===== config.mk =====
export PLATFORM = sky130hd
export DESIGN_NAME = debounced_pulse_period_meter_flat
export DESIGN_NICKNAME = d
export VERILOG_FILES = /design/src/rtl/dppm_pkg.sv /design/src/rtl/dppm_in_if.sv /design/src/rtl/dppm_out_if.sv /design/src/rtl/debounced_pulse_period_meter.sv /design/src/flat_wrapper.sv
export SDC_FILE = /design/constraint.sdc
export NUM_CORES = 1
export LEC_CHECK = 0
export ABC_AREA = 1
export BUFFER_PORTS_ARGS = -buffer_cell sky130_fd_sc_hd__buf_2
export CORE_ASPECT_RATIO = 0.75
export CORE_MARGIN = 4
export CORE_UTILIZATION = 25
export DETAILED_ROUTE_END_ITERATION = 8
export PLACE_DENSITY = 0.38
export SYNTH_ARGS = -nofsm -noshare
export SYNTH_HDL_FRONTEND = slang
export SYNTH_SLANG_ARGS = --single-unit

===== constraint.sdc =====
create_clock -name clk -period 3.8 [get_ports clk]
set_clock_uncertainty 0.15 [all_clocks]
set_input_delay 0.19 -clock clk [delete_from_list [all_inputs] [get_ports clk]]
set_output_delay 0.19 -clock clk [all_outputs]
set_load 0.1 [all_outputs]

===== src/rtl/dppm_pkg.sv =====
// Shared types and constants for the debounced pulse period meter.
package dppm_pkg;

    localparam int unsigned TIME_W = 32;
    localparam int unsigned PHASE_W = 2;

    localparam logic OP_SAMPLE = 1'b0;
    localparam logic OP_RESTART = 1'b1;

    typedef struct packed {
        logic              op;
        logic              pin_level;
        logic [TIME_W-1:0] time_us;
        logic [TIME_W-1:0] time_ms;
    } in_word_t;

    typedef struct packed {
        logic [TIME_W-1:0]  period_ms;
        logic               new_data;
        logic [TIME_W-1:0]  edge_count;
        logic [PHASE_W-1:0] phase;
    } out_word_t;

endpackage


===== src/rtl/dppm_in_if.sv =====
// Valid/ready channel that carries pin sample and restart words.
interface dppm_in_if;
    import dppm_pkg::*;

    logic     valid;
    logic     ready;
    in_word_t data;

    modport source (output valid, output data, input ready);
    modport sink (input valid, input data, output ready);
endinterface


===== src/rtl/dppm_out_if.sv =====
// Valid/ready channel that carries measurement result words.
interface dppm_out_if;
    import dppm_pkg::*;

    logic      valid;
    logic      ready;
    out_word_t data;

    modport source (output valid, output data, input ready);
    modport sink (input valid, input data, output ready);
endinterface


===== src/rtl/debounced_pulse_period_meter.sv =====
// Debounced pulse period meter: one result word for every accepted sample or restart word.
//
// The block takes one word per clock cycle while its input is ready and registers its
// result in the output register on acceptance. The whole debounce step (one
// wrapping subtract and compare against filter_us, the phase update and the
// edge counter increment) sits between the measurement state registers and
// the result register. The input is ready whenever the result register is
// empty or its word is taken in the same cycle, so with a ready consumer the
// block sustains one word per cycle. All time differences and the edge count
// wrap modulo 2^32. A restart word clears the measurement state and keeps
// filter_us. filter_us must be written only while no word is in flight (not enforced).
module debounced_pulse_period_meter (
    input  logic                           clk,
    input  logic                           rst_n,
    input  logic                           cfg_we,
    input  logic [dppm_pkg::TIME_W-1:0]    cfg_wdata,
    dppm_in_if.sink                        sample,
    dppm_out_if.source                     result
);
    import dppm_pkg::*;

    typedef enum logic [PHASE_W-1:0] {
        PH_WAIT_HIGH = 2'd0,
        PH_CONF_HIGH = 2'd1,
        PH_WAIT_LOW  = 2'd2,
        PH_CONF_LOW  = 2'd3
    } phase_t;

    logic [TIME_W-1:0] filter_us_reg;
    phase_t            phase_reg;
    phase_t            phase_next;
    logic [TIME_W-1:0] change_time_reg;
    logic [TIME_W-1:0] change_time_next;
    logic [TIME_W-1:0] last_edge_reg;
    logic [TIME_W-1:0] last_edge_next;
    logic [TIME_W-1:0] period_reg;
    logic [TIME_W-1:0] period_next;
    logic              armed_reg;
    logic              armed_next;
    logic              fresh_reg;
    logic              fresh_next;
    logic [TIME_W-1:0] edge_total_reg;
    logic [TIME_W-1:0] edge_total_next;
    logic              out_valid_reg;
    out_word_t         out_word_reg;

    logic              accept;
    logic              held;

    assign sample.ready = !out_valid_reg || result.ready;
    assign accept = sample.valid && sample.ready;
    assign result.valid = out_valid_reg;
    assign result.data = out_word_reg;

    assign held = (sample.data.time_us - change_time_reg) >= filter_us_reg;

    always_comb
    begin
        phase_next = phase_reg;
        change_time_next = change_time_reg;
        last_edge_next = last_edge_reg;
        period_next = period_reg;
        armed_next = armed_reg;
        fresh_next = fresh_reg;
        edge_total_next = edge_total_reg;
        if (sample.data.op == OP_RESTART)
        begin
            phase_next = PH_WAIT_HIGH;
            change_time_next = '0;
            last_edge_next = '0;
            period_next = '0;
            armed_next = 1'b0;
            fresh_next = 1'b0;
            edge_total_next = '0;
        end
        else
        begin
            case (phase_reg)
                PH_WAIT_HIGH:
                begin
                    if (sample.data.pin_level)
                    begin
                        change_time_next = sample.data.time_us;
                        period_next = sample.data.time_ms - last_edge_reg;
                        last_edge_next = sample.data.time_ms;
                        phase_next = PH_CONF_HIGH;
                    end
                end
                PH_CONF_HIGH:
                begin
                    if (!sample.data.pin_level)
                    begin
                        phase_next = PH_WAIT_HIGH;
                    end
                    else if (held)
                    begin
                        if (!armed_reg)
                        begin
                            armed_next = 1'b1;
                        end
                        else
                        begin
                            fresh_next = 1'b1;
                            edge_total_next = edge_total_reg + TIME_W'(1);
                        end
                        phase_next = PH_WAIT_LOW;
                    end
                end
                PH_WAIT_LOW:
                begin
                    if (!sample.data.pin_level)
                    begin
                        change_time_next = sample.data.time_us;
                        phase_next = PH_CONF_LOW;
                    end
                end
                PH_CONF_LOW:
                begin
                    if (sample.data.pin_level)
                    begin
                        phase_next = PH_WAIT_LOW;
                    end
                    else if (held)
                    begin
                        phase_next = PH_WAIT_HIGH;
                    end
                end
                default:
                begin
                    phase_next = PH_WAIT_HIGH;
                end
            endcase
        end
    end

    always_ff @(posedge clk or negedge rst_n)
    begin
        if (!rst_n)
        begin
            filter_us_reg <= '0;
            phase_reg <= PH_WAIT_HIGH;
            change_time_reg <= '0;
            last_edge_reg <= '0;
            period_reg <= '0;
            armed_reg <= 1'b0;
            fresh_reg <= 1'b0;
            edge_total_reg <= '0;
            out_valid_reg <= 1'b0;
            out_word_reg <= '0;
        end
        else
        begin
            if (cfg_we)
            begin
                filter_us_reg <= cfg_wdata;
            end
            if (accept)
            begin
                phase_reg <= phase_next;
                change_time_reg <= change_time_next;
                last_edge_reg <= last_edge_next;
                period_reg <= period_next;
                armed_reg <= armed_next;
                fresh_reg <= fresh_next;
                edge_total_reg <= edge_total_next;
                out_word_reg.period_ms <= period_next;
                out_word_reg.new_data <= fresh_next;
                out_word_reg.edge_count <= edge_total_next;
                out_word_reg.phase <= phase_next;
                out_valid_reg <= 1'b1;
            end
            else if (result.ready)
            begin
                out_valid_reg <= 1'b0;
            end
        end
    end

endmodule

===== src/flat_wrapper.sv =====
// flat-port wrapper written by rule: the top's interface ports become plain ports
module debounced_pulse_period_meter_flat import dppm_pkg::*;
  (clk, rst_n, cfg_we, cfg_wdata, sample_valid, sample_data, sample_ready, result_valid, result_data, result_ready);
  dppm_in_if sample_i ();
  dppm_out_if result_i ();
  input  logic clk;
  input  logic rst_n;
  input  logic cfg_we;
  input  logic [dppm_pkg::TIME_W-1:0] cfg_wdata;
  input wire logic [$bits(sample_i.valid)-1:0] sample_valid;
  input wire logic [$bits(sample_i.data)-1:0] sample_data;
  output wire logic [$bits(sample_i.ready)-1:0] sample_ready;
  output wire logic [$bits(result_i.valid)-1:0] result_valid;
  output wire logic [$bits(result_i.data)-1:0] result_data;
  input wire logic [$bits(result_i.ready)-1:0] result_ready;
  assign sample_i.valid = sample_valid;
  assign sample_i.data = sample_data;
  assign sample_ready = sample_i.ready;
  assign result_valid = result_i.valid;
  assign result_data = result_i.data;
  assign result_i.ready = result_ready;
  debounced_pulse_period_meter u_core (.clk(clk), .rst_n(rst_n), .cfg_we(cfg_we), .cfg_wdata(cfg_wdata), .sample(sample_i), .result(result_i));
endmodule

==> impl_metrics.toml, run 1 <==
[clock_tree]
root_buffer = "clkbuf_16"
cts.sink_count = 165
numCtsBuffers = 17
insertion_delay_ns = 0.46
htreeDepth = 4
cts_tree = "built"
clock_path_buffers = 2
path_clk_slew_ns = 0.07

[die]
core_um2 = 46540
pin_count = 172
rows = 68
initial_core_util_pct = 25.58
fp.dieH_um = 197.0
dieArea_um2 = 51200
fp.dieW_um = 260.0

[worst_hold_path]
hold_path_end = "u_core.filter_us_reg[7]$_DFFE_PN0P_"
min-delay-start = "cfg_we"
min_path_cells = 3
hp-class = "in2reg"

[pwr]
powerDensity_nw_per_um2 = 699.4
peakVddDrop_uv = 500.2
p_leak_nw = 7.545

[placement]
place_area_um2 = 13560
gp_congestion = 0.8957
io_buffers = 171
post-dp-hpwl_um = 32510
pre_cts_ws_ns = 0.1065

[routing]
postRouteWirelength_um = 42560
antenna_left = 0
drt-wirelength-per-cell_um = 16.24
route.detailed.drc = 0
vias = 11860
firstDrtPassIters = 5
drt_iter0_drc = 674
viasPerCell = 4.527

[synth]
synth-compound-area-share_pct = 13.44
synth_seq_cells = 165
seq_area_frac_synth_pct = 34.69
synth-adder-area-share_pct = 10.32
ys_warn_count = 0
yosys.cell_types.count = 42
ys_top_cells_by_area = "dfrtp_1 (35%), nand2_1 (15%), ha_1 (10%)"
synth_area_leader_cell = "dfrtp_1"
synthesis.nets = 1899
syn_area_um2 = 11900
synthMuxAreaShare_pct = 0.09461
synth-simple-area-share_pct = 29.45
syn_avg_cell_area_um2 = 7.006
synth_top_area_share_pct = 34.69
synth_xor_xnor_area_share_pct = 3.458
synth_top_family_by_area = "simple AND/OR/NAND/NOR gates"
syn_inst = 1699

[critical_path]
timing.setup.critical_path_class = "in2reg"
rr_startpoint = "u_core.change_time_reg[14]$_DFFE_PN0P_"
r2r_slack_ns = 0.24
cp-end-kind = "flip-flop"
crit_arrival_ns = 3.84
crit_fanout = 8
r2r.worst_path.cells = 21
crit_required_ns = 4.05
crit_path_start_kind = "input pin"
r2r_end = "u_core.edge_total_reg[5]$_DFFE_PN0P_"

[sta]
setup_ws_ns = 0.2052
worst_hold_slack_ns = 0.1901
worstMarginPinSlew_ns = 0.9497
period_share_pct = 94.60
slew_headroom_pct = 36.69
rsz0062_at_grt = "false"
fmax_mhz = 278.2
hold_viol_final = 0
period_needed_ns = 3.595
slew_viol_final = 0
setup_tns_ns = 0
setup_violations = 0

[grt]
grt_max_degree = 91
gr-total-overflow = 0
grt_pass1_vias = 11900
grt_pass1_wl_um = 66830
grt_use_total_pct = 16.60
antenna_found_initial = 3

[run]
drv_cap = 0

[layout]
fill_cells = 5139
n_antenna_cell = 0
final_net_count = 2178
fin_area_um2 = 15450
area_delta_synth_final_pct = 29.81
regArea_um2 = 4129
drive_gt1_share_pct = 15.32
multi_input_area_um2 = 6934

[status]
status = "finished clean"
==> cell type report <==
class | instances | share of cell area, %
Clock inverter | 9 | 0.7693
Sequential cell | 165 | 26.72
Timing Repair Buffer | 301 | 14.03
Tap cell | 630 | 5.102
Multi-Input combinational cell | 1273 | 44.88
Clock buffer | 23 | 3.158
Inverter | 220 | 5.345
==> synth_stat cells (all sizes together) <==
library cell / number
a31oi: 6
a21boi: 2
xor2: 40
ha: 95
a22o: 2
nand3: 124
nand4: 27
a21o: 7
nand2: 490
a32o: 1
fa: 2
o21a: 5
o21bai: 18
nand3b: 5
clkbuf: 15
or2: 1
buf: 26
xnor2: 7
inv: 220
dfrtp: 165
nor3: 27
nor4: 6
o211ai: 1
mux2: 1
and2: 3
nor2: 151
a21oi: 98
o21ai: 154
==> metrics by stage <==
step	utilization, %	total power, W	std cells
2_1_floorplan	-	0.007085	1699
3_3_place_gp	29.14	0.008695	2480
3_5_place_dp	29.14	0.008695	2480
4_1_cts	32.61	0.01072	2613
5_1_grt	33.20	0.01167	2621
6_report	33.20	0.01081	2621
==> critical path: stages <==
cell	delay (ns)
dlygate4sd3_1	0.53
buf_2	0.14
ha_1	0.37
a21o_1	0.23
a31oi_1	0.26
buf_4	0.19
o21ai_0	0.10
a21oi_1	0.20
nand2_1	0.07
nand2_1	0.07
nand2_1	0.07
ha_1	0.30
a21oi_1	0.17
o21ai_1	0.08
nand2_1	0.06
nand3_1	0.11
nor2_4	0.15
nand3_4	0.13
nand2_8	0.13
buf_6	0.17
nand2_1	0.06
nand2_1	0.06
==> metal layers <==
layer | vias up | wire length (um) | track usage, %
li1 | 6078 | - | -
met1 | 5546 | 23300 | 25.95
met2 | 214 | 17100 | 23.81
met3 | 20 | 1760 | 2.993
met4 | 6 | 366 | 2.996
met5 | - | 28 | 0
==> layout by cell type, fill, tap and decap left out, drive strengths merged, types with 3 or more instances in the layout <==
| cell type | netlist | final |
|---|---|---|
| xnor2 | 7 | 7 |
| ha | 95 | 95 |
| dlygate4sd3 | 0 | 101 |
| nor3 | 27 | 27 |
| nand2 | 490 | 490 |
| nor4 | 6 | 6 |
| nand3b | 5 | 5 |
| o21a | 5 | 5 |
| and2 | 3 | 3 |
| nor2 | 151 | 151 |
| nand3 | 124 | 124 |
| xor2 | 40 | 40 |
| a21o | 7 | 7 |
| inv | 220 | 221 |
| a21oi | 98 | 98 |
| buf | 26 | 198 |
| nand4 | 27 | 27 |
| o21bai | 18 | 18 |
| dfrtp | 165 | 165 |
| clkbuf | 15 | 25 |
| o21ai | 154 | 154 |
| clkinv | 0 | 4 |
| a31oi | 6 | 6 |
==> where the power goes <==
group	switching [W]	leakage, nW	internal (W)	total [W]
Combinational	0.00466	5.11	0.00177	0.00643
Sequential	0.000280	2.15	0.00222	0.00251
Clock	0.000829	0.290	0.00105	0.00188
==> cell families (layout without fill, tap and decap cells) <==
| logic type | Yosys count | count (layout) |
|---|---|---|
| AOI/OAI and AO/OA | 294 | 294 |
| xor gates and xnor gates | 47 | 47 |
| adders and majority gates | 97 | 97 |
| buffers and inverters | 261 | 553 |
| DFF | 165 | 165 |
| muxes | 1 | 1 |
| and+or+nand+nor | 834 | 834 |
==> how the worst max path moves through the flow <==
stage	startpoint	endpoint	slack, ns	depth (start not counted)
CTS	sample_data[32]	u_core.edge_total_reg[28]$_DFFE_PN0P_	0.05	26
global route	sample_data[56]	u_core.edge_total_reg[1]$_DFFE_PN0P_	0.002	22
finish	sample_data[46]	u_core.edge_total_reg[5]$_DFFE_PN0P_	0.21	22
detailed placement	sample_data[32]	u_core.edge_total_reg[5]$_DFFE_PN0P_	0.11	25
global placement	u_core.change_time_reg[15]$_DFFE_PN0P_	u_core.edge_total_reg[15]$_DFFE_PN0P_	0.16	21
floorplan	u_core.change_time_reg[2]$_DFFE_PN0P_	u_core.edge_total_reg[26]$_DFFE_PN0P_	0.69	23
==> timing repair <==
action                     CTS  global route
setup endpoints to repair    0            36
hold endpoints to repair   188             0
setup buffers                0             5
hold buffers               101             0
resized for setup            0            47
Power figures use the tool's default switching activity.
==> inputs of run 2 (changes only) <==
ABC_AREA = not set   (was 1)
PLACE_DENSITY = 0.39   (was 0.38)
clock period = 4.2 ns   (was 3.8 ns; I/O delays follow)
==> run 2 against run 1 <==
Synthesized cell count decreased by 28%. Critical endpoint is now u_core.edge_total_reg[6]$_DFFE_PN0P_. Largest power group unchanged. The flow now finishes with violations (setup timing). First-iteration DRC count decreased by 21%. Final cell count decreased by 17%. Cell area decreased by 0.66%. Critical path depth increased by 4. Utilization increased by 3.0 points.
==> impl_metrics.toml, run 2 <==
[sta]
slew_viol_final = 0
setup_violations = 36
slew_headroom_pct = 24.45
hold_viol_final = 0
rsz0062_at_grt = "true"
fmax_mhz = 206.9
period_share_pct = 115.1
worstMarginPinSlew_ns = 1.132
period_needed_ns = 4.834
worst_hold_slack_ns = 0.06899
setup_ws_ns = -0.6340

[routing]
viasPerCell = 4.648
drt-met1-wl_um = 18760
postRouteWirelength_um = 35780
firstDrtPassIters = 5
drt-wirelength-per-cell_um = 16.51
vias = 10070
route.met2.wl_um = 15140
drt_iter0_drc = 530
met3_wirelength_um = 1457
top_layer_used = "met4"
antenna_left = 0
route.detailed.drc = 0

[clock_tree]
path_clk_slew_ns = 0.07
clock_path_buffers = 2
cts.sink_count = 165
cts_tree = "built"
root_buffer = "clkbuf_16"
insertion_delay_ns = 0.46
numCtsBuffers = 17
htreeDepth = 4

[critical_path]
timing.setup.critical_path_class = "reg2reg"
critPathBufInv = 6
crit_required_ns = 4.38
crit_fanout = 6
critPathTopFamily = "compound AO/OA/AOI/OAI gates"
crit_path_start_kind = "flip-flop"
slowest_stage = "a211oi_4"
crit_arrival_ns = 5.02
max_stage_delay_ns = 0.42
cp-end-kind = "flip-flop"

[pwr]
peakVddDrop_uv = 324.0
p_leak_nw = 7.123
powerDensity_nw_per_um2 = 564.3

[synth]
synth_area_leader_cell = "dfrtp_1"
synth_seq_cells = 165
synth_top_area_share_pct = 38.15
yosys.cell_types.count = 71
synthesis.nets = 1418
syn_area_um2 = 10820
syn_inst = 1218
synth_edf_count = 0
synth.most_common_cell = "nand2_1"
synth_ff_type = "dfrtp_1"
syn_avg_cell_area_um2 = 8.886
ys_warn_count = 0
ys_top_cells_by_area = "dfrtp_1 (38%), ha_1 (11%), nand2_1 (6.0%)"
seq_area_frac_synth_pct = 38.15
ys_top_cells_by_count = "nand2_1 (174), dfrtp_1 (165), inv_1 (120)"
async_flop_share_pct = 100.0

[status]
failed_checks = "setup timing"
status = "complete, but fails checks"

[layout]
drive_gt1_share_pct = 25.66
fin_area_um2 = 15350
area_delta_synth_final_pct = 41.83
n_antenna_cell = 0
final_cell_mix = "nand2_1 (173), buf_2 (170), dfrtp_1 (165)"
multi_input_area_um2 = 6497
final_common_cell = "nand2_1"
fill_cells = 4401
regArea_um2 = 4129
final_net_count = 1785

[grt]
grt_pass1_wl_um = 57990
antenna_found_initial = 0
gr-total-overflow = 0
grt_max_degree = 85
grt_use_total_pct = 15.68
grt_pass1_vias = 10430

[placement]
gp_congestion = 0.8194
post-dp-hpwl_um = 25960
io_buffers = 171
pre_cts_ws_ns = -0.7232
place_area_um2 = 13050

[run]
drv_cap = 0

[die]
initial_core_util_pct = 25.54
core_um2 = 42370
fp.dieH_um = 188.2
pin_count = 172
fp.dieW_um = 248.3
rows = 65
dieArea_um2 = 46720

[worst_hold_path]
hp-class = "in2reg"
-- run 2: cell count changes after synthesis, moves of 13 or more --
cell      delta
a21oi_1     -43
a21o_1      +35
o211ai_1    +17
nand3_1     -91
inv_1       -87
buf_2       -17
xnor2_1     +33
inv_2       -13
nor2_1     -108
clkbuf_1    +32
nand2_1    -312
o21ai_1     -49
xor2_1      -19
a22o_1      +55
-- run 2: worst min-delay path, cell delays in order --
cell and delay [ns]:
buf_2 0.15, nand2_1 0.06, mux2_2 0.13, o22ai_1 0.07
-- run 2: cell families after synthesis --
logic type | count (synthesis) | synth area share [%]
xor+xnor | 61 | 4.936
flops | 165 | 38.15
simple gates | 346 | 14.91
buf+inv | 171 | 6.104
fa+ha+maj | 97 | 11.35
compound gates | 373 | 24.05
mux | 5 | 0.4971
-- run 2: layout make-up --
cell class	instances	share of cell area, %
clock inverters	9	1.288
well taps	569	4.638
repair buffers	399	18.85
inverters	120	2.951
clock buffers	23	3.049
flip-flops and latches	165	26.90
multi-input cells	882	42.33
-- run 2: what timing repair did --
action,in CTS,in global routing
setup endpoints to repair,36,36
hold buffers,99,0
setup buffers,30,8
cloned,1,0
hold endpoints to repair,178,0
gates resized for setup,50,39
pin swaps,35,29
-- run 2: path summary, 6_finish.rpt --
path                                                        from                                    to  slack [ns]  depth (start not counted)
max reg2reg                u_core.change_time_reg[0]$_DFFE_PN0P_  u_core.edge_total_reg[6]$_DFFE_PN0P_       -0.63                         26
min reg2reg                 u_core.last_edge_reg[25]$_DFFE_PN0P_  u_core.last_edge_reg[25]$_DFFE_PN0P_        0.33                          2
min in group asynchronous                                  rst_n   u_core.filter_us_reg[0]$_DFFE_PN0P_        0.26                          2
min                                              sample_data[64]       u_core.phase_reg[1]$_DFFE_PN0P_        0.07                          4
max in group asynchronous                                  rst_n  u_core.last_edge_reg[23]$_DFFE_PN0P_        2.61                          3
max                        u_core.change_time_reg[0]$_DFFE_PN0P_  u_core.edge_total_reg[6]$_DFFE_PN0P_       -0.63                         26
-- run 2: stage by stage --
stage	setup TNS, ns	std cells	utilization (%)	total power [W]
2_1_floorplan	-0.1311	1218	-	0.005275
6_report	-18.32	2167	36.23	0.008663
5_1_grt	-29.42	2167	36.23	0.009318
3_3_place_gp	-21.03	2001	30.80	0.006454
3_5_place_dp	-22.34	2001	30.80	0.006456
4_1_cts	-17.93	2161	35.71	0.008676
-- run 2: metal layers --
metal | track usage, % | up-vias
met1 | 23.64 | 4810
met5 | 0 | -
met3 | 3.542 | 20
met2 | 22.92 | 157
met4 | 3.149 | 0
li1 | - | 5085
-- run 2: report_power, final --
| group | internal (W) | switching (W) | leakage (nW) |
|---|---|---|---|
| clock network | 0.00115 | 0.000700 | 0.321 |
| registers | 0.00191 | 0.000230 | 2.15 |
| logic | 0.00175 | 0.00292 | 4.65 |
